## config.mk

```make
export PLATFORM = sky130hd
export DESIGN_NAME = mavlink_frame_encoder_core_flat
export DESIGN_NICKNAME = d
export VERILOG_FILES = /design/src/sv/mfe_pkg.sv /design/src/sv/mfe_req_if.sv /design/src/sv/mfe_rsp_if.sv /design/src/sv/mfe_crc16.sv /design/src/sv/mavlink_frame_encoder_core.sv /design/src/flat_wrapper.sv
export SDC_FILE = /design/constraint.sdc
export NUM_CORES = 1
export LEC_CHECK = 0
export BUFFER_PORTS_ARGS = -buffer_cell sky130_fd_sc_hd__buf_4
export CAP_MARGIN = 20
export CELL_PAD_IN_SITES_DETAIL_PLACEMENT = 1
export CELL_PAD_IN_SITES_GLOBAL_PLACEMENT = 2
export CORE_UTILIZATION = 37
export CTS_CLUSTER_SIZE = 14
export DETAILED_ROUTE_END_ITERATION = 10
export HOLD_SLACK_MARGIN = 0.12
export PLACE_DENSITY_LB_ADDON = 0.1
export SYNTH_ARGS = -nofsm -noshare
export SYNTH_HDL_FRONTEND = slang
export SYNTH_SLANG_ARGS = --single-unit
```

## constraint.sdc

```tcl
create_clock -name clock -period 4.25 [get_ports clock]
set_input_delay 0.6375 -clock clock [delete_from_list [all_inputs] [get_ports clock]]
set_output_delay 0.6375 -clock clock [all_outputs]
set_load 0.01 [all_outputs]
```

## src/sv/mfe_pkg.sv

```systemverilog
package mfe_pkg;

   localparam logic [7:0]  MARK_V1  = 8'hFE;
   localparam logic [7:0]  MARK_V2  = 8'hFD;
   localparam logic [15:0] CRC_SEED = 16'hFFFF;

   localparam int CSR_INDEX_WIDTH = 2;
   localparam int CSR_DATA_WIDTH  = 8;

   localparam logic [CSR_INDEX_WIDTH-1:0] CSR_PROTOCOL_VERSION = 2'd0;
   localparam logic [CSR_INDEX_WIDTH-1:0] CSR_SYSTEM_ID        = 2'd1;
   localparam logic [CSR_INDEX_WIDTH-1:0] CSR_COMPONENT_ID     = 2'd2;

   localparam logic       RESET_PROTOCOL_VERSION = 1'b0;
   localparam logic [7:0] RESET_SYSTEM_ID        = 8'd255;
   localparam logic [7:0] RESET_COMPONENT_ID     = 8'd190;

   // one wire byte of a frame
   typedef enum logic [3:0] {
      ST_MARK,
      ST_LEN,
      ST_INCOMPAT,
      ST_COMPAT,
      ST_SEQ,
      ST_SYS,
      ST_COMP,
      ST_ID0,
      ST_ID1,
      ST_ID2,
      ST_PAYLOAD,
      ST_CRC_LO,
      ST_CRC_HI
   } step_type;

endpackage

```

## src/sv/mfe_req_if.sv

```systemverilog
interface mfe_req_if;
   logic        valid;
   logic        ready;
   logic [7:0]  payload_byte;
   logic [7:0]  payload_length;
   logic [23:0] message_id;
   logic [7:0]  checksum_extra;
   logic        last_byte;

   modport source (
      output valid, payload_byte, payload_length, message_id, checksum_extra, last_byte,
      input  ready
   );
   modport sink (
      input  valid, payload_byte, payload_length, message_id, checksum_extra, last_byte,
      output ready
   );
endinterface

```

## src/sv/mfe_rsp_if.sv

```systemverilog
interface mfe_rsp_if;
   logic       valid;
   logic       ready;
   logic [7:0] frame_byte;
   logic       frame_end;

   modport source (
      output valid, frame_byte, frame_end,
      input  ready
   );
   modport sink (
      input  valid, frame_byte, frame_end,
      output ready
   );
endinterface

```

## src/sv/mfe_crc16.sv

```systemverilog
module mfe_crc16 (
   input  logic [15:0] crc_cur,
   input  logic [7:0]  data_byte,
   output logic [15:0] crc_next
);
   logic [7:0] t0;
   logic [7:0] t1;

   // mcrf4xx byte update, reflected polynomial 0x8408
   assign t0 = data_byte ^ crc_cur[7:0];
   assign t1 = t0 ^ {t0[3:0], 4'b0000};
   assign crc_next = {8'h00, crc_cur[15:8]} ^ {t1, 8'h00} ^ {5'b00000, t1, 3'b000}
                   ^ {12'h000, t1[7:4]};
endmodule

```

## src/sv/mavlink_frame_encoder_core.sv

```systemverilog
// Byte-serial MAVLink framer. Each request transaction carries one payload byte;
// the block sends one wire byte per cycle from its single response register, and
// inside a frame payload streams at one byte per cycle, unless the output stalls.
// The first byte of a frame is preceded by the header: marker, length, two flag
// bytes (version 2 only), sequence, system and component IDs, and message ID (one
// byte in version 1, three in version 2). The byte marked last is followed by the
// little-endian CRC-16/MCRF4XX (seed 0xFFFF, over every byte after the start
// marker, closed with the extra checksum byte). The request register holds while
// header or checksum bytes of its item are still going out. Configuration is read
// at header time and should be written only while no transaction is in flight; a
// write after the header of an open frame takes effect at the next header.
module mavlink_frame_encoder_core (
   input  logic                                clock,
   input  logic                                reset,
   mfe_req_if.sink                             req_chan,
   mfe_rsp_if.source                           rsp_chan,
   input  logic                                csr_we,
   input  logic [mfe_pkg::CSR_INDEX_WIDTH-1:0] csr_index,
   input  logic [mfe_pkg::CSR_DATA_WIDTH-1:0]  csr_wdata
);
   import mfe_pkg::*;

   logic       version_ff;
   logic [7:0] system_id_ff;
   logic [7:0] component_id_ff;

   logic        item_valid_ff;
   logic        fresh_ff;
   logic [7:0]  pbyte_ff;
   logic [7:0]  plen_ff;
   logic [23:0] msgid_ff;
   logic [7:0]  extra_ff;
   logic        last_ff;

   step_type    step_ff;
   step_type    step_in;
   step_type    cur_step;
   logic        in_frame_ff;
   logic [7:0]  seq_ff;
   logic [15:0] crc_ff;
   logic [15:0] crc_next;
   logic [7:0]  crc_data;

   logic       rsp_valid_ff;
   logic [7:0] rsp_byte_ff;
   logic       rsp_end_ff;

   logic       emit;
   logic       done;
   logic       load;
   logic [7:0] out_byte;
   logic       out_end;

   // configuration registers
   always_ff @(posedge clock) begin
      if (reset) begin
         version_ff      <= RESET_PROTOCOL_VERSION;
         system_id_ff    <= RESET_SYSTEM_ID;
         component_id_ff <= RESET_COMPONENT_ID;
      end else if (csr_we) begin
         unique case (csr_index)
            CSR_PROTOCOL_VERSION: version_ff      <= csr_wdata[0];
            CSR_SYSTEM_ID:        system_id_ff    <= csr_wdata;
            CSR_COMPONENT_ID:     component_id_ff <= csr_wdata;
            default: ;
         endcase
      end
   end

   // first step of an item depends on whether a frame is already open
   assign cur_step = fresh_ff ? (in_frame_ff ? ST_PAYLOAD : ST_MARK) : step_ff;

   assign emit = item_valid_ff && (!rsp_valid_ff || rsp_chan.ready);
   assign done = emit && ((cur_step == ST_PAYLOAD && !last_ff) || cur_step == ST_CRC_HI);
   assign load = req_chan.valid && req_chan.ready;
   assign req_chan.ready = !item_valid_ff || done;

   mfe_crc16 u_crc (
      .crc_cur   (crc_ff),
      .data_byte (crc_data),
      .crc_next  (crc_next)
   );

   // crc_data is the byte folded into the checksum; on header and payload steps
   // it is also the wire byte
   always_comb begin
      out_end = 1'b0;
      step_in = cur_step;
      unique case (cur_step)
         ST_MARK: begin
            crc_data = version_ff ? MARK_V2 : MARK_V1;
            step_in  = ST_LEN;
         end
         ST_LEN: begin
            crc_data = plen_ff;
            step_in  = version_ff ? ST_INCOMPAT : ST_SEQ;
         end
         ST_INCOMPAT: begin
            crc_data = 8'h00;
            step_in  = ST_COMPAT;
         end
         ST_COMPAT: begin
            crc_data = 8'h00;
            step_in  = ST_SEQ;
         end
         ST_SEQ: begin
            crc_data = seq_ff;
            step_in  = ST_SYS;
         end
         ST_SYS: begin
            crc_data = system_id_ff;
            step_in  = ST_COMP;
         end
         ST_COMP: begin
            crc_data = component_id_ff;
            step_in  = ST_ID0;
         end
         ST_ID0: begin
            crc_data = msgid_ff[7:0];
            step_in  = version_ff ? ST_ID1 : ST_PAYLOAD;
         end
         ST_ID1: begin
            crc_data = msgid_ff[15:8];
            step_in  = ST_ID2;
         end
         ST_ID2: begin
            crc_data = msgid_ff[23:16];
            step_in  = ST_PAYLOAD;
         end
         ST_PAYLOAD: begin
            crc_data = pbyte_ff;
            step_in  = ST_CRC_LO;
         end
         ST_CRC_LO: begin
            crc_data = extra_ff;
            step_in  = ST_CRC_HI;
         end
         ST_CRC_HI: begin
            crc_data = extra_ff;
            out_end  = 1'b1;
         end
         default: begin
            crc_data = 8'h00;
         end
      endcase
   end

   always_comb begin
      unique case (cur_step)
         ST_CRC_LO: out_byte = crc_next[7:0];
         ST_CRC_HI: out_byte = crc_next[15:8];
         default:   out_byte = crc_data;
      endcase
   end

   // request holding register
   always_ff @(posedge clock) begin
      if (reset) begin
         item_valid_ff <= 1'b0;
         fresh_ff      <= 1'b0;
      end else if (load) begin
         item_valid_ff <= 1'b1;
         fresh_ff      <= 1'b1;
      end else begin
         if (done) item_valid_ff <= 1'b0;
         if (emit) fresh_ff <= 1'b0;
      end
   end

   always_ff @(posedge clock) begin
      if (load) begin
         pbyte_ff <= req_chan.payload_byte;
         plen_ff  <= req_chan.payload_length;
         msgid_ff <= req_chan.message_id;
         extra_ff <= req_chan.checksum_extra;
         last_ff  <= req_chan.last_byte;
      end
   end

   // frame state
   always_ff @(posedge clock) begin
      if (reset) begin
         step_ff     <= ST_MARK;
         in_frame_ff <= 1'b0;
         seq_ff      <= 8'h00;
         crc_ff      <= CRC_SEED;
      end else if (emit) begin
         step_ff <= step_in;
         case (cur_step)
            ST_MARK: begin
               in_frame_ff <= 1'b1;
               crc_ff      <= CRC_SEED;
            end
            ST_CRC_LO: ;
            ST_CRC_HI: begin
               in_frame_ff <= 1'b0;
               crc_ff      <= CRC_SEED;
            end
            default: crc_ff <= crc_next;
         endcase
         if (cur_step == ST_SEQ) seq_ff <= seq_ff + 8'd1;
      end
   end

   // response register
   always_ff @(posedge clock) begin
      if (reset) begin
         rsp_valid_ff <= 1'b0;
      end else if (emit) begin
         rsp_valid_ff <= 1'b1;
      end else if (rsp_chan.ready) begin
         rsp_valid_ff <= 1'b0;
      end
   end

   always_ff @(posedge clock) begin
      if (emit) begin
         rsp_byte_ff <= out_byte;
         rsp_end_ff  <= out_end;
      end
   end

   assign rsp_chan.valid      = rsp_valid_ff;
   assign rsp_chan.frame_byte = rsp_byte_ff;
   assign rsp_chan.frame_end  = rsp_end_ff;

   a_crc_idle_seed: assert property (@(posedge clock) disable iff (reset)
      !in_frame_ff |-> crc_ff == CRC_SEED)
      else $error("checksum not at seed outside a frame");

   a_mark_only_idle: assert property (@(posedge clock) disable iff (reset)
      (emit && cur_step == ST_MARK) |-> !in_frame_ff)
      else $error("start marker sent inside an open frame");

   a_close_frame: assert property (@(posedge clock) disable iff (reset)
      (emit && cur_step == ST_CRC_HI) |=> !in_frame_ff && rsp_chan.valid && rsp_chan.frame_end)
      else $error("frame not closed after high checksum byte");

   a_seq_advance: assert property (@(posedge clock) disable iff (reset)
      (emit && cur_step == ST_SEQ) |=> seq_ff == $past(seq_ff) + 8'd1)
      else $error("sequence number did not advance once per header");

endmodule
```

## src/flat_wrapper.sv

```systemverilog
// flat-port wrapper written by rule: the top's interface ports become plain ports
module mavlink_frame_encoder_core_flat import mfe_pkg::*;
  (clock, reset, csr_we, csr_index, csr_wdata, req_chan_valid, req_chan_payload_byte, req_chan_payload_length, req_chan_message_id, req_chan_checksum_extra, req_chan_last_byte, req_chan_ready, rsp_chan_valid, rsp_chan_frame_byte, rsp_chan_frame_end, rsp_chan_ready);
  mfe_req_if req_chan_i ();
  mfe_rsp_if rsp_chan_i ();
  input  logic clock;
  input  logic reset;
  input  logic csr_we;
  input  logic [mfe_pkg::CSR_INDEX_WIDTH-1:0] csr_index;
  input  logic [mfe_pkg::CSR_DATA_WIDTH-1:0] csr_wdata;
  input wire logic [$bits(req_chan_i.valid)-1:0] req_chan_valid;
  input wire logic [$bits(req_chan_i.payload_byte)-1:0] req_chan_payload_byte;
  input wire logic [$bits(req_chan_i.payload_length)-1:0] req_chan_payload_length;
  input wire logic [$bits(req_chan_i.message_id)-1:0] req_chan_message_id;
  input wire logic [$bits(req_chan_i.checksum_extra)-1:0] req_chan_checksum_extra;
  input wire logic [$bits(req_chan_i.last_byte)-1:0] req_chan_last_byte;
  output wire logic [$bits(req_chan_i.ready)-1:0] req_chan_ready;
  output wire logic [$bits(rsp_chan_i.valid)-1:0] rsp_chan_valid;
  output wire logic [$bits(rsp_chan_i.frame_byte)-1:0] rsp_chan_frame_byte;
  output wire logic [$bits(rsp_chan_i.frame_end)-1:0] rsp_chan_frame_end;
  input wire logic [$bits(rsp_chan_i.ready)-1:0] rsp_chan_ready;
  assign req_chan_i.valid = req_chan_valid;
  assign req_chan_i.payload_byte = req_chan_payload_byte;
  assign req_chan_i.payload_length = req_chan_payload_length;
  assign req_chan_i.message_id = req_chan_message_id;
  assign req_chan_i.checksum_extra = req_chan_checksum_extra;
  assign req_chan_i.last_byte = req_chan_last_byte;
  assign req_chan_ready = req_chan_i.ready;
  assign rsp_chan_valid = rsp_chan_i.valid;
  assign rsp_chan_frame_byte = rsp_chan_i.frame_byte;
  assign rsp_chan_frame_end = rsp_chan_i.frame_end;
  assign rsp_chan_i.ready = rsp_chan_ready;
  mavlink_frame_encoder_core u_core (.clock(clock), .reset(reset), .req_chan(req_chan_i), .rsp_chan(rsp_chan_i), .csr_we(csr_we), .csr_index(csr_index), .csr_wdata(csr_wdata));
endmodule
```

### Word-level counts from Yosys, hierarchy flattened

Cells that the tools add are included.

* RAM bits: 0
* register bits: 107
* bits in latches: 0
* memories: 0
* bits in read-only memories: 0
* word-level logic and storage cells: 79

* multiplexer cells: 17
* $mul: 0
* $add $sub $neg: 1
* reductions and logical operators: 24
* eq/ne operators: 14
* order comparisons: 0
* div/mod/pow operators: 0
* bitwise gates (word level): 6
* shifts and indexed selects: 0

Operators with widths (number)
* one-hot mux 8 bit (10 select lines): 1
* one-hot mux 4 bit (12 select lines): 1
* one-hot mux 16 bit (2 select lines): 1
* equality test 4 bit, second input constant: 5
* equality test 4 x 3 -> 1 bit, second input constant: 4
* one-hot mux 8 bit (2 select lines): 1
* XOR 16 x 11 -> 16 bit: 1
* XOR 16 x 4 -> 16 bit: 1
* XOR 8 x 16 -> 16 bit: 1
* XOR 8 bit: 2
* AND reduction 2 bit: 6
* adder 8 x 1 -> 8 bit, second input constant: 1
* equality test 4 x 2 -> 1 bit, second input constant: 2
* two-way mux 4 bit: 2
* nonzero test 2 bit: 4
* two-way mux 1 bit: 7
* equality test 4 x 1 -> 1 bit, second input constant: 1
* logical AND 1 bit: 4
* zero test 4 bit: 1
* two-way mux 2 bit: 2
* OR reduction 2 bit: 2
* zero test 1 bit: 3
* logical OR 1 bit: 3
* two-way mux 3 bit: 1
* 5 further kinds: 5

### Longest topological paths before layout

Gate-level depths: netlist (run 1).

* word-level depth: 11
* mapped depth: 10
* depth with buffers taken out: 7

### Modules after synthesis

From an unflattened synthesis (run 1), not the netlist that was laid out.

* cell total of the unflattened synthesis: 405
* area, all modules: 4909.7 µm²

By module, submodules not included
* mavlink_frame_encoder_core: sequential area each 2722.6 µm², instances 1, cells each 380, area each 4518.1 µm²
* mfe_crc16: sequential area each 0.0 µm², instances 1, cells each 25, area each 391.6 µm²

### Least setup slack after synthesis (run 1)

No wires, ideal clock.

* path kind: register to register
* start point: reg u_core.step_ff[3]
* end point: reg u_core.extra_ff[0] (enable)
* stages on the path, launching flop included: 10
* path buffers: 3
* setup slack: 1.036 ns
* arrival time: 2.802 ns
* path through: dfxtp_1 -> buf_2 -> buf_2 -> buf_2 -> nor2b_1 -> nand3_1 -> inv_1 -> o21ai_0 -> nand2_1 -> and2_1

* longest elaborated chain between the ends: 7
* elaborated cells on any way between the ends: 8
* classes of those cells: eq/ne (2); mux (1); reduce/logical (5)

Ends and longest elaborated chain
* from (decl): RTL line mavlink_frame_encoder_core.sv:35 `step_type step_ff;`
* from (signal assigned): RTL line mavlink_frame_encoder_core.sv:188 `step_ff <= step_in;`
* two-way mux 4 bit (*): RTL line mavlink_frame_encoder_core.sv:71 `assign cur_step = fresh_ff ? (in_frame_ff ? ST_PAYLOAD : ST_MARK) : step_ff;`
* equality test 4 bit: RTL line mavlink_frame_encoder_core.sv:74 `assign done = emit && ((cur_step == ST_PAYLOAD && !last_ff) || cur_step == ST_CRC_HI);`
* logical AND 1 bit: RTL line mavlink_frame_encoder_core.sv:74
* logical OR 1 bit (*): RTL line mavlink_frame_encoder_core.sv:74
* logical AND 1 bit (*): RTL line mavlink_frame_encoder_core.sv:74
* logical OR 1 bit (*): RTL line mavlink_frame_encoder_core.sv:76 `assign req_chan.ready = !item_valid_ff || done;`
* net req_chan_ready: RTL line flat_wrapper.sv:17 `output wire logic [$bits(req_chan_i.ready)-1:0] req_chan_ready;`
* logical AND 1 bit (*): RTL line mavlink_frame_encoder_core.sv:75 `assign load = req_chan.valid && req_chan.ready;`
* net u_core.load: RTL line mavlink_frame_encoder_core.sv:50 `logic load;`
* to (signal assigned): RTL line mavlink_frame_encoder_core.sv:175 `extra_ff <= req_chan.checksum_extra;`
* to (decl): RTL line mavlink_frame_encoder_core.sv:32 `logic [7:0] extra_ff;`

Mark *: on every way through the listed nets, which the timed path passes. The rest lies on a longest branch.
A chain may end at the register's enable or synchronous reset.

### Worst setup path after layout (run 1)

* start point: reg u_core.step_ff[0]
* end point: reg u_core.rsp_byte_ff[1], in the netlist u_core.rsp_chan.frame_byte[1], data pin

* longest elaborated chain between the ends: 10
* elaborated cells on any way between the ends: 20
* classes of those cells: eq/ne (10); mux (3); bitwise (5); reduce/logical (2)

Ends and longest elaborated chain
* two-way mux 4 bit (*): RTL line mavlink_frame_encoder_core.sv:71
* equality test 4 bit: RTL line mavlink_frame_encoder_core.sv:89, mavlink_frame_encoder_core.sv:149
* OR reduction 2 bit (no source line)
* one-hot mux 8 bit (10 select lines): RTL line mavlink_frame_encoder_core.sv:89 `unique case (cur_step)`
* XOR 8 bit: RTL line mfe_crc16.sv:10 `assign t0 = data_byte ^ crc_cur[7:0];`
* XOR 8 bit: RTL line mfe_crc16.sv:11 `assign t1 = t0 ^ {t0[3:0], 4'b0000};`
* XOR 8 x 16 -> 16 bit: RTL line mfe_crc16.sv:12 `assign crc_next = {8'h00, crc_cur[15:8]} ^ {t1, 8'h00} ^ {5'b00000, t1, 3'b000}`
* XOR 16 x 11 -> 16 bit: RTL line mfe_crc16.sv:12
* XOR 16 x 4 -> 16 bit: RTL line mfe_crc16.sv:13 `^ {12'h000, t1[7:4]};`
* one-hot mux 8 bit (2 select lines) (*): RTL line mavlink_frame_encoder_core.sv:149 `unique case (cur_step)`
* net u_core.out_byte[1]: RTL line mavlink_frame_encoder_core.sv:51 `logic [7:0] out_byte;`
* to (signal assigned): RTL line mavlink_frame_encoder_core.sv:218 `rsp_byte_ff <= out_byte;`
* to (decl): RTL line mavlink_frame_encoder_core.sv:45 `logic [7:0] rsp_byte_ff;`

Marked as above.

==> impl_summary.txt, run 1 <==
----------------------------------------------------
[Run status]
  Run status ... finished, final reports clean

[Yosys]
  Ys flop type ... edfxtp_1
  Number of instances in the synthesized netlist ... 483
  Biggest area contributors in the synthesized netlist ... edfxtp_1, dfxtp_1, xnor3_1, nand2_1, nor2_1
  Area share of the leading cell type in the synthesized netlist ... 33.4%
  Sequential cell area fraction in the yosys report ... 52.2%
  Synthesized flop and latch total ... 107
  Post-Synthesis Mean Instance Area ... 10.8 um^2
  Cell type with the largest total area after synthesis ... edfxtp_1
  Proportion of synthesized flip-flops having asynchronous set or reset ... 0%
  Count of unique library cells instantiated by Yosys ... 73
  Net Count, Synth ... 548
  Number of enable flip-flop cells after synthesis ... 58
  Post-Syn Area ... 5220 um^2
  Synth warnings ... 0

[Floorplanning]
  Count of standard-cell rows ... 43
  Area enclosed by the die boundary ... 14600 um^2
  Die W ... 121 um
  Y dimension of the die ... 121 um
  Boundary pin count ... 75
  Core Area ... 13800 um^2
  Effective utilization at floorplan ... 37.7%

[CTS]
  Clk_lat worst skew ... 0.36 ns
  TritonCTS clock tree ... done
  CTS Buffer Depth ... 2
  Cell at the root of the clock tree ... clkbuf_16
  Post-CTS setup buffer count ... 0
  Number of sinks handled by clock tree synthesis ... 107
  Hold Buf Count CTS ... 0
  CTS clock-pin slew for the worst setup and hold paths ... 0.08 ns
  Post-cts sizing count ... 0
  Cts bufs inserted ... 9
  H-tree levels ... 3

[Drt]
  Vias after detailed routing ... 4098
  Initial DRC Count ... 254
  Number of remaining DRC errors ... 0
  Vias per inst ... 5.58
  Per-cell routed wire length ... 21.4 um
  Total detailed-routing wirelength ... 15.7 mm
  Antenna Violating Nets Remaining ... 0
  Number of iterations in the first detailed-routing pass ... 4

[Pwr]
  Largest vdd supply drop ... 325 uV
  Power density normalized to cell area ... 423 nW/um^2
  Switching share of power ... 29.0%
  Standby leakage power ... 0.00245 uW
  Power dissipated by switching net loads ... 763 uW
  Clk pwr share ... 31.4%
  Share of total power in sequential cells ... 46.5%
  Internal Power ... 1870 uW
  Combinational cell fraction of total power ... 22.1%

[Setup path]
  Cells traversed along the worst timing path ... or4b_1 -> nor2_1 -> a221oi_1 -> a31oi_1 -> nor2_4 -> xnor3_1 -> o221ai_1
  Data required time at the worst endpoint ... 4.43 ns
  Worst reg2reg path depth ... 7
  Class of the most critical setup path ... flip-flop to flip-flop
  Worst Path Arrival ... 3.83 ns
  Number of buffers and inverters on the critical path ... 0
  Dominant delay contributor by cell family on the critical path ... compound AO/OA/AOI/OAI gates
  CP max stage cell ... dfxtp_1
  Peak per-stage delay on the critical path ... 0.85 ns
  Maximum fanout along the worst path ... 22
  Reg-to-reg critical path startpoint ... u_core.step_ff[0]$_SDFFE_PP0P_
  RR Endpoint ... u_core.rsp_chan.frame_byte[1]$_DFFE_PP_
  Endpoint class of the critical path ... flip-flop
  Register-to-register path setup slack ... 0.60 ns
  Number of gates on the worst path with buffers counted ... 7
  Crit path launch type ... flip-flop

[STA]
  Transition time of the tightest slew-check pin ... 0.844 ns
  Skew final ... 0.00728 ns
  Sum Neg Setup Slack ... 0 ns
  Worst slew margin relative to its limit ... 43.6%
  Unrepaired setup endpoints after global routing ... no
  Max Fclk ... 0.274 GHz
  Number of pins exceeding their max-slew limit in the final report ... 0
  Final worst-path setup slack ... 0.600 ns
  Number of failing setup endpoints in the final timing report ... 0
  Period utilisation layout ... 85.9%
  Clock period minus worst slack ... 3.65 ns
  Final-report hold violation count ... 0

[GRT]
  Grt total ovfl ... 0
  Via count of the first global-routing pass ... 4345
  All-Layer GR Usage ... 23.1%
  Number of antenna violations at the first check in global routing ... 0
  Global-route wire length before repair ... 24.8 mm
  Pin count of the biggest net entering global routing ... 43

[Worst hold path]
  Worst hold path stage count ... 1
  Hold path startpoint ... req_chan_payload_byte[2]
  Worst hold endpoint ... u_core.pbyte_ff[2]$_DFFE_PP_
  Type of the worst min-delay path ... input port to flip-flop

[Place]
  Number of I/O port buffers ... 74
  Worst-case setup slack after placement ... 0.685 ns
  Last weighted congestion value of the routability-driven placer ... 0.833
  Post-DP HPWL ... 11.8 mm

[Layout]
  FF+latch area ... 2720 um^2
  Highest-count cells in the layout ignoring fill and taps ... buf_4, edfxtp_1, nand2_1
  Number of antenna cells inserted ... 0
  Commonest non-fill, non-tap cell in the layout ... buf_4
  Layout cells sized above 1 ... 20.6%
  Footprint of the multi-input gates ... 2310 um^2
  Area added between synthesis and finish ... 19.2%
  Number of nets in the final layout ... 614
  Number of filler instances in the final layout ... 1485

[Run]
  Max cap viols ... 0

----------------------------------------------------
==> worst reg2reg max path, delay by kind of cell, from the launching register on <==
family	cells	cell delay, ns
simple gates	3	1.07
compound gates	3	1.13
flops	1	0.85
xor+xnor	1	0.41
==> worst max-delay path by stage <==
stage | slack, ns | start | end
after floorplan | 1.04 | u_core.step_ff[3]$_SDFFE_PP0P_ | u_core.extra_ff[0]$_DFFE_PP_
after global placement | 0.78 | u_core.step_ff[3]$_SDFFE_PP0P_ | u_core.rsp_chan.frame_byte[3]$_DFFE_PP_
after detailed placement | 0.69 | u_core.step_ff[0]$_SDFFE_PP0P_ | u_core.rsp_chan.frame_byte[1]$_DFFE_PP_
after CTS | 0.63 | u_core.step_ff[0]$_SDFFE_PP0P_ | u_core.rsp_chan.frame_byte[1]$_DFFE_PP_
after global routing | 0.49 | u_core.step_ff[3]$_SDFFE_PP0P_ | u_core.rsp_chan.frame_byte[3]$_DFFE_PP_
final | 0.60 | u_core.step_ff[0]$_SDFFE_PP0P_ | u_core.rsp_chan.frame_byte[1]$_DFFE_PP_
==> through the flow <==
step | hold slack (ns) | cells | util (%) | area [um^2] | power (uW)
2_1_floorplan | 0.432 | 483 | - | 5220 | 1630
3_3_place_gp | 0.456 | 718 | 42.9 | 5940 | 1810
3_5_place_dp | 0.460 | 718 | 42.9 | 5940 | 1820
4_1_cts | 0.436 | 734 | 45.0 | 6220 | 2650
5_1_grt | 0.430 | 734 | 45.0 | 6220 | 2740
6_report | 0.446 | 734 | 45.0 | 6220 | 2630
==> cells by family (layout without fill, tap and decap cells) <==
logic type,count (synthesis),count (layout),synth area share [%]
AND/OR/NAND/NOR,194,194,20.0
flip-flops,107,107,52.2
AO/OA/AOI/OAI,104,104,14.3
buffers and inverters,40,111,3.55
XOR/XNOR,22,22,6.62
multiplexers,15,15,3.17
adder cells (fa/ha/maj),1,1,0.240
==> per-layer routing <==
metal / vias to the layer above / global-route usage, % / wire length [um]
met5: - / 0 / 0
met4: 0 / 8.41 / 297
met3: 17 / 3.92 / 768
met2: 105 / 36.2 / 7260
met1: 2030 / 32.1 / 7410
li1: 1946 / - / -
==> Yosys cell counts (3+ instances only) <==
master	instances
nor3_1	4
a211oi_1	8
nand2_1	51
buf_2	10
a31oi_1	7
a22oi_1	4
o221ai_1	6
o22ai_1	4
o211ai_1	6
nor2b_1	7
nand3_1	18
dfxtp_1	49
xnor2_1	5
inv_1	12
xor2_1	6
a31o_2	3
o21ai_0	10
a221o_1	3
nand3b_1	6
and4_1	5
and3_1	9
and3b_1	4
or3_1	5
xnor3_1	10
a2111o_1	3
a21oi_1	20
nand2b_1	7
nor2_1	38
o21ai_1	7
or2_2	3
clkbuf_1	12
mux2i_1	12
or4_1	3
edfxtp_1	58
and2_1	7
nor3b_1	12
==> registers in the layout (all words and copies together), names as in the netlist <==
name	count
u_core.component_id_ff	8
u_core.crc_ff	16
u_core.extra_ff	8
u_core.fresh_ff	1
u_core.in_frame_ff	1
u_core.item_valid_ff	1
u_core.last_ff	1
u_core.msgid_ff	24
u_core.pbyte_ff	8
u_core.plen_ff	8
u_core.rsp_chan.frame_byte	8
u_core.rsp_chan.frame_end	1
u_core.rsp_chan.valid	1
u_core.seq_ff	8
u_core.step_ff	4
u_core.system_id_ff	8
u_core.version_ff	1
==> power groups by stage <==
| stage | logic [uW] | registers, uW | clock network, uW |
|---|---|---|---|
| 2_1_floorplan | 414 | 1220 | 0 |
| 3_3_place_gp | 562 | 1250 | 0 |
| 3_5_place_dp | 577 | 1250 | 0 |
| 4_1_cts | 581 | 1220 | 846 |
| 5_1_grt | 629 | 1230 | 882 |
| 6_report | 580 | 1220 | 826 |
==> cell type report <==
cell class | count | area share (%)
multi-input combinational | 336 | 37.1
inverter | 13 | 0.784
sequential | 107 | 43.8
tap | 180 | 3.62
timing repair buffer | 82 | 10.1
clock inverter | 6 | 0.905
clock buffer | 10 | 3.68
Note: power is estimated with default switching activity, not from simulation.
==> inputs of run 2 (changes only) <==
Settings changed: CORE_UTILIZATION 37 to 30.
==> impl_summary.txt, run 2 (synthesis results as in run 1) <==
----------------------------------------------------
[Floorplanning]
  Y dimension of the die ... 134 um (+11%)
  Die W ... 134 um (+11%)
  Count of standard-cell rows ... 47 (+9.3%)
  Boundary pin count ... 75 (unchanged)
  Area enclosed by the die boundary ... 17900 um^2 (+23%)
  Effective utilization at floorplan ... 31.1% (-6.6 points)
  Core Area ... 16800 um^2 (+21%)

[STA]
  Transition time of the tightest slew-check pin ... 0.868 ns (+0.0238 ns)
  Number of failing setup endpoints in the final timing report ... 0 (unchanged)
  Worst slew margin relative to its limit ... 42.0% (-1.6 points)
  Number of pins exceeding their max-slew limit in the final report ... 0 (unchanged)
  Clock period minus worst slack ... 3.55 ns (-0.0996 ns)
  Sum Neg Setup Slack ... 0 ns (unchanged)
  Period utilisation layout ... 83.5% (-2.3 points)
  Final-report hold violation count ... 0 (unchanged)
  Max Fclk ... 0.282 GHz (+2.8%)
  Final worst-path setup slack ... 0.700 ns (+0.0996 ns)
  Unrepaired setup endpoints after global routing ... no
  Skew final ... 0.00963 ns (+0.00235 ns)

[Pwr]
  Power density normalized to cell area ... 414 nW/um^2 (-2.1%)
  Internal Power ... 1860 uW (-0.26%)
  Share of total power in sequential cells ... 47.0% (+0.5 points)
  Power dissipated by switching net loads ... 742 uW (-2.7%)
  Largest vdd supply drop ... 179 uV (-45%)
  Switching share of power ... 28.5% (-0.50 points)
  Clk pwr share ... 30.4% (-1.0 points)
  Standby leakage power ... 0.00247 uW (+0.72%)
  PnR Total Power ... 2600 uW (-0.96%)
  Combinational cell fraction of total power ... 22.5% (+0.4 points)

[Layout]
  Largest register FFs ... 24 (unchanged)
  Final Util ... 37.6% (-7.4 points)
  Highest-count cells in the layout ignoring fill and taps ... buf_4, edfxtp_1, nand2_1
  Number of nets in the final layout ... 618 (+0.65%)
  Layout cells sized above 1 ... 21.1% (+0.57 points)
  Number of filler instances in the final layout ... 1846 (+24%)
  Number of antenna cells inserted ... 0 (unchanged)
  Register ranked first by flip-flop count ... u_core.msgid_ff
  Area added between synthesis and finish ... 20.6%
  Commonest non-fill, non-tap cell in the layout ... buf_4
  Top Registers ... u_core.msgid_ff (24), u_core.crc_ff (16)

[Drt]
  Total detailed-routing wirelength ... 16.4 mm (+4.2%)
  Number of remaining DRC errors ... 0 (unchanged)
  Initial DRC Count ... 241 (-5.1%)
  Number of iterations in the first detailed-routing pass ... 4 (unchanged)
  Vias after detailed routing ... 4108 (+0.24%)
  Per-cell routed wire length ... 21.1 um (-1.7%)
  Antenna Violating Nets Remaining ... 0 (unchanged)
  Vias per inst ... 5.28 (-5.4%)

[GRT]
  All-Layer GR Usage ... 19.2% (-4.0 points)
  Grt total ovfl ... 0 (unchanged)
  Via count of the first global-routing pass ... 4274 (-1.6%)
  Global-route wire length before repair ... 25.4 mm (+2.1%)
  Pin count of the biggest net entering global routing ... 43 (unchanged)
  Number of antenna violations at the first check in global routing ... 0 (unchanged)

[Place]
  Number of I/O port buffers ... 74 (unchanged)
  Post-DP HPWL ... 12.3 mm (+4.8%)
  Last weighted congestion value of the routability-driven placer ... 0.856 (+2.8%)
  Worst-case setup slack after placement ... 0.717 ns (+0.0319 ns)

[Setup path]
  Class of the most critical setup path ... flip-flop to flip-flop
  Endpoint class of the critical path ... flip-flop
  Data required time at the worst endpoint ... 4.36 ns (-0.07 ns)
  Worst Path Arrival ... 3.66 ns (-0.17 ns)
  Crit path launch type ... flip-flop
  Maximum fanout along the worst path ... 21 (-4.5%)

[Run]
  Max cap viols ... 0 (unchanged)

[CTS]
  Post-cts sizing count ... 0 (unchanged)
  Cts bufs inserted ... 9 (unchanged)
  TritonCTS clock tree ... done
  Cell at the root of the clock tree ... clkbuf_16
  H-tree levels ... 3 (unchanged)
  Hold Buf Count CTS ... 0 (unchanged)
  Clk_lat worst skew ... 0.35 ns (about the same)
  Number of sinks handled by clock tree synthesis ... 107 (unchanged)
  CTS Buffer Depth ... 2 (unchanged)
  CTS clock-pin slew for the worst setup and hold paths ... 0.07 ns (about the same)
  Post-CTS setup buffer count ... 0 (unchanged)

[Worst hold path]
  Type of the worst min-delay path ... input port to flip-flop

[Run status]
  Run status ... finished, final reports clean

----------------------------------------------------
==> run 2: changes by cell type in the layout (fill, tap and decap cells not counted) <==
| cell | previous run | this run |
|---|---|---|
| inv_6 | 2 | 0 |
| inv_8 | 2 | 1 |
| clkinv_4 | 1 | 3 |
| clkbuf_1 | 1 | 0 |
| buf_4 | 81 | 85 |
| clkinv_2 | 0 | 1 |
| clkinv_1 | 1 | 2 |
==> run 2: worst max-delay path, stage by stage (launching register included) <==
cell      delay, ns
dfxtp_1        0.89
or3b_1         0.24
a21oi_1        0.20
buf_4          0.25
a2111o_1       0.45
or3_1          0.36
and2_1         0.22
xnor3_1        0.38
a221o_1        0.32
==> run 2: final timing paths <==
kind                                        from                                      end  slack [ns]  depth (start not counted)
max               u_core.step_ff[1]$_SDFFE_PP0P_  u_core.rsp_chan.frame_byte[3]$_DFFE_PP_        0.70                          8
min                   req_chan_payload_length[1]              u_core.plen_ff[1]$_DFFE_PP_        0.46                          1
max reg2reg       u_core.step_ff[1]$_SDFFE_PP0P_  u_core.rsp_chan.frame_byte[3]$_DFFE_PP_        0.70                          8
min reg2reg  u_core.system_id_ff[2]$_SDFFE_PP1P_      u_core.system_id_ff[2]$_SDFFE_PP1P_        0.47                          2
==> run 2: power groups by stage <==
stage / logic [uW] / clock network, uW / registers, uW
2_1_floorplan: 414 / 0 / 1220
3_3_place_gp: 575 / 0 / 1250
3_5_place_dp: 587 / 0 / 1250
4_1_cts: 590 / 828 / 1220
5_1_grt: 637 / 858 / 1230
6_report: 587 / 793 / 1220
==> run 2: per-stage QoR <==
step,cells,hold slack [ns],area [um^2]
floorplan,483,0.432,5220
detailed placement,762,0.467,6020
finish,778,0.458,6290
global route,778,0.436,6290
CTS,778,0.443,6290
global placement,762,0.456,6020
==> run 2: layout make-up <==
type	instances	area [um^2]	share of cell area, %
sequential	107	2720	43.3
multi-input combinational	336	2310	36.7
timing repair buffer	86	658	10.5
tap	220	275	4.37
clock buffer	9	225	3.58
clock inverter	7	53.8	0.855
inverter	13	48.8	0.775
==> run 2: per-layer routing <==
metal / share of wire [%] / global-route usage (%)
met1: 50 / 27.3
met2: 46 / 30.4
met3: 3.5 / 3.17
met4: 1.1 / 4.23
met5: 0 / 0
==> inputs of run 3 (changes only) <==
Clock period 4.25 ns to 3.5 ns, I/O delays scaled along.
==> impl_summary.txt, run 3 (synthesis results as in run 1) <==
----------------------------------------------------
[STA]
  Unrepaired setup endpoints after global routing ... no
  Sum Neg Setup Slack ... 0 ns (unchanged)
  Transition time of the tightest slew-check pin ... 0.893 ns (+0.0251 ns)
  Final-report hold violation count ... 0 (unchanged)
  Final worst-path setup slack ... 0.283 ns (-0.417 ns)
  Worst slew margin relative to its limit ... 40.0% (-2.0 points)
  Skew final ... 0.00797 ns (-0.00166 ns)
  Number of pins exceeding their max-slew limit in the final report ... 0 (unchanged)
  Number of failing setup endpoints in the final timing report ... 0 (unchanged)
  Max Fclk ... 0.311 GHz (+10%)
  Clock period minus worst slack ... 3.22 ns (-0.333 ns)
  Period utilisation layout ... 91.9% (+8.4 points)

[GRT]
  Global-route wire length before repair ... 25.1 mm (-1.1%)
  Number of antenna violations at the first check in global routing ... 0 (unchanged)
  Via count of the first global-routing pass ... 4180 (-2.2%)
  Grt total ovfl ... 0 (unchanged)
  All-Layer GR Usage ... 18.8% (-0.32 points)
  Pin count of the biggest net entering global routing ... 43 (unchanged)

[Setup path]
  Data required time at the worst endpoint ... 3.67 ns (-0.69 ns)
  Worst setup path startpoint ... u_core.step_ff[0]$_SDFFE_PP0P_
  Crit path launch type ... flip-flop
  Class of the most critical setup path ... flip-flop to flip-flop
  RR Endpoint ... u_core.rsp_chan.frame_byte[1]$_DFFE_PP_
  Maximum fanout along the worst path ... 12 (-43%)
  Worst reg2reg path depth ... 9 (+1)
  Termination of the worst setup path ... u_core.rsp_chan.frame_byte[1]$_DFFE_PP_
  Worst Path Arrival ... 3.39 ns (-0.27 ns)
  Reg-to-reg critical path startpoint ... u_core.step_ff[0]$_SDFFE_PP0P_
  Register-to-register path setup slack ... 0.28 ns (-0.42 ns)
  Endpoint class of the critical path ... flip-flop

[Layout]
  Final Util ... 38.2% (+0.68 points)
  Final instance count without filler cells ... 788 (+1.3%)
  Number of antenna cells inserted ... 0 (unchanged)
  Largest register FFs ... 24 (unchanged)
  Top Registers ... u_core.msgid_ff (24), u_core.crc_ff (16)
  Area added between synthesis and finish ... 22.8%
  Summed area of non-filler cells in the final layout ... 6410 um^2 (+1.8%)
  Highest-count cells in the layout ignoring fill and taps ... buf_4, edfxtp_1, nand2_1
  Commonest non-fill, non-tap cell in the layout ... buf_4
  Register ranked first by flip-flop count ... u_core.msgid_ff
  FF+latch area ... 2720 um^2 (unchanged)
  Number of filler instances in the final layout ... 1874 (+1.5%)
  Number of nets in the final layout ... 628 (+1.6%)
  Footprint of the multi-input gates ... 2310 um^2 (unchanged)
  Layout cells sized above 1 ... 22.5% (+1.4 points)

[Pwr]
  Largest vdd supply drop ... 262 uV (+46%)
  Power dissipated by switching net loads ... 885 uW (+19%)
  Standby leakage power ... 0.00253 uW (+2.7%)
  Power density normalized to cell area ... 514 nW/um^2 (+24%)
  Share of total power in sequential cells ... 44.6% (-2.4 points)
  Internal Power ... 2410 uW (+29%)
  Switching share of power ... 26.9% (-1.7 points)
  Clk pwr share ... 33.2% (+2.8 points)
  Combinational cell fraction of total power ... 22.2% (-0.3 points)

[Floorplanning]
  Effective utilization at floorplan ... 31.1% (unchanged)
  Area enclosed by the die boundary ... 17900 um^2 (unchanged)
  Core Area ... 16800 um^2 (unchanged)
  Die W ... 134 um (unchanged)
  Count of standard-cell rows ... 47 (unchanged)
  Boundary pin count ... 75 (unchanged)
  Y dimension of the die ... 134 um (unchanged)

[CTS]
  CTS clock-pin slew for the worst setup and hold paths ... 0.07 ns (about the same)
  Cell at the root of the clock tree ... clkbuf_16
  TritonCTS clock tree ... done
  Post-cts sizing count ... 0 (unchanged)
  H-tree levels ... 3 (unchanged)
  Clk_lat worst skew ... 0.35 ns (about the same)
  CTS Buffer Depth ... 2 (unchanged)
  Post-CTS setup buffer count ... 0 (unchanged)
  Number of sinks handled by clock tree synthesis ... 107 (unchanged)
  Cts bufs inserted ... 9 (unchanged)
  Hold Buf Count CTS ... 0 (unchanged)

[Drt]
  Number of remaining DRC errors ... 0 (unchanged)
  Initial DRC Count ... 178 (-26%)
  Antenna Violating Nets Remaining ... 0 (unchanged)
  Per-cell routed wire length ... 20.3 um (-3.7%)
  Total detailed-routing wirelength ... 16.0 mm (-2.5%)
  Vias per inst ... 5.14 (-2.6%)
  Number of iterations in the first detailed-routing pass ... 4 (unchanged)
  Vias after detailed routing ... 4053 (-1.3%)

[Place]
  Instance area at placement ... 6090 um^2 (+1.2%)
  Worst-case setup slack after placement ... 0.315 ns (-0.402 ns)
  Number of I/O port buffers ... 74 (unchanged)
  Last weighted congestion value of the routability-driven placer ... 0.811 (-5.3%)
  Post-DP HPWL ... 12.4 mm (+0.16%)
  Post-Place Cells ... 772 (+1.3%)

[Worst hold path]
  Type of the worst min-delay path ... input port to flip-flop

[Run status]
  Run status ... finished, final reports clean

[Run]
  Max cap viols ... 0 (unchanged)

----------------------------------------------------
-- run 3: layer usage --
layer	GRT usage (%)	up-vias	routed length [um]
met5	0	-	0
met1	26.3	1989	7840
met2	29.2	88	7220
li1	-	1957	-
met4	5.74	0	263
met3	3.85	19	665
-- run 3: final cells by class --
class / count / area share [%]
Clock inverter: 6 / 1.39
Sequential cell: 107 / 42.5
Timing Repair Buffer: 96 / 11.4
Tap cell: 220 / 4.30
Multi-Input combinational cell: 336 / 36.1
Inverter: 13 / 0.761
Clock buffer: 10 / 3.57
-- run 3: critical path, stage by stage (launching register included) --
cell      delay, ns
dfxtp_1        0.43
buf_4          0.23
or3b_1         0.40
a21oi_1        0.41
buf_4          0.26
nand2_1        0.10
and4_1         0.24
nor2_2         0.27
xnor3_1        0.49
o221ai_1       0.21
-- run 3: worst min path at each step --
stage / startpoint / end / slack, ns / depth (start not counted)
4_1_cts: req_chan_message_id[6] / u_core.msgid_ff[6]$_DFFE_PP_ / 0.33 / 1
5_1_grt: req_chan_message_id[6] / u_core.msgid_ff[6]$_DFFE_PP_ / 0.32 / 1
3_5_place_dp: u_core.component_id_ff[0]$_SDFFE_PP0P_ / u_core.component_id_ff[0]$_SDFFE_PP0P_ / 0.45 / 2
2_1_floorplan: u_core.component_id_ff[4]$_SDFFE_PP1P_ / u_core.component_id_ff[4]$_SDFFE_PP1P_ / 0.43 / 2
3_3_place_gp: u_core.component_id_ff[0]$_SDFFE_PP0P_ / u_core.component_id_ff[0]$_SDFFE_PP0P_ / 0.45 / 2
6_report: req_chan_payload_length[5] / u_core.plen_ff[5]$_DFFE_PP_ / 0.34 / 1
-- run 3: power by group through the flow --
stage / Clock [uW] / Combinational [uW] / Sequential, uW
global route: 1170 / 798 / 1480
finish: 1090 / 731 / 1470
CTS: 1130 / 737 / 1470
floorplan: 0 / 503 / 1480
detailed placement: 0 / 734 / 1500
global placement: 0 / 727 / 1500
-- run 3: metrics by stage --
| stage | hold WS [ns] | total power (uW) |
|---|---|---|
| final | 0.344 | 3300 |
| after global routing | 0.321 | 3450 |
| after CTS | 0.326 | 3340 |
| after detailed placement | 0.455 | 2230 |
| after global placement | 0.449 | 2230 |
| after floorplan | 0.432 | 1980 |
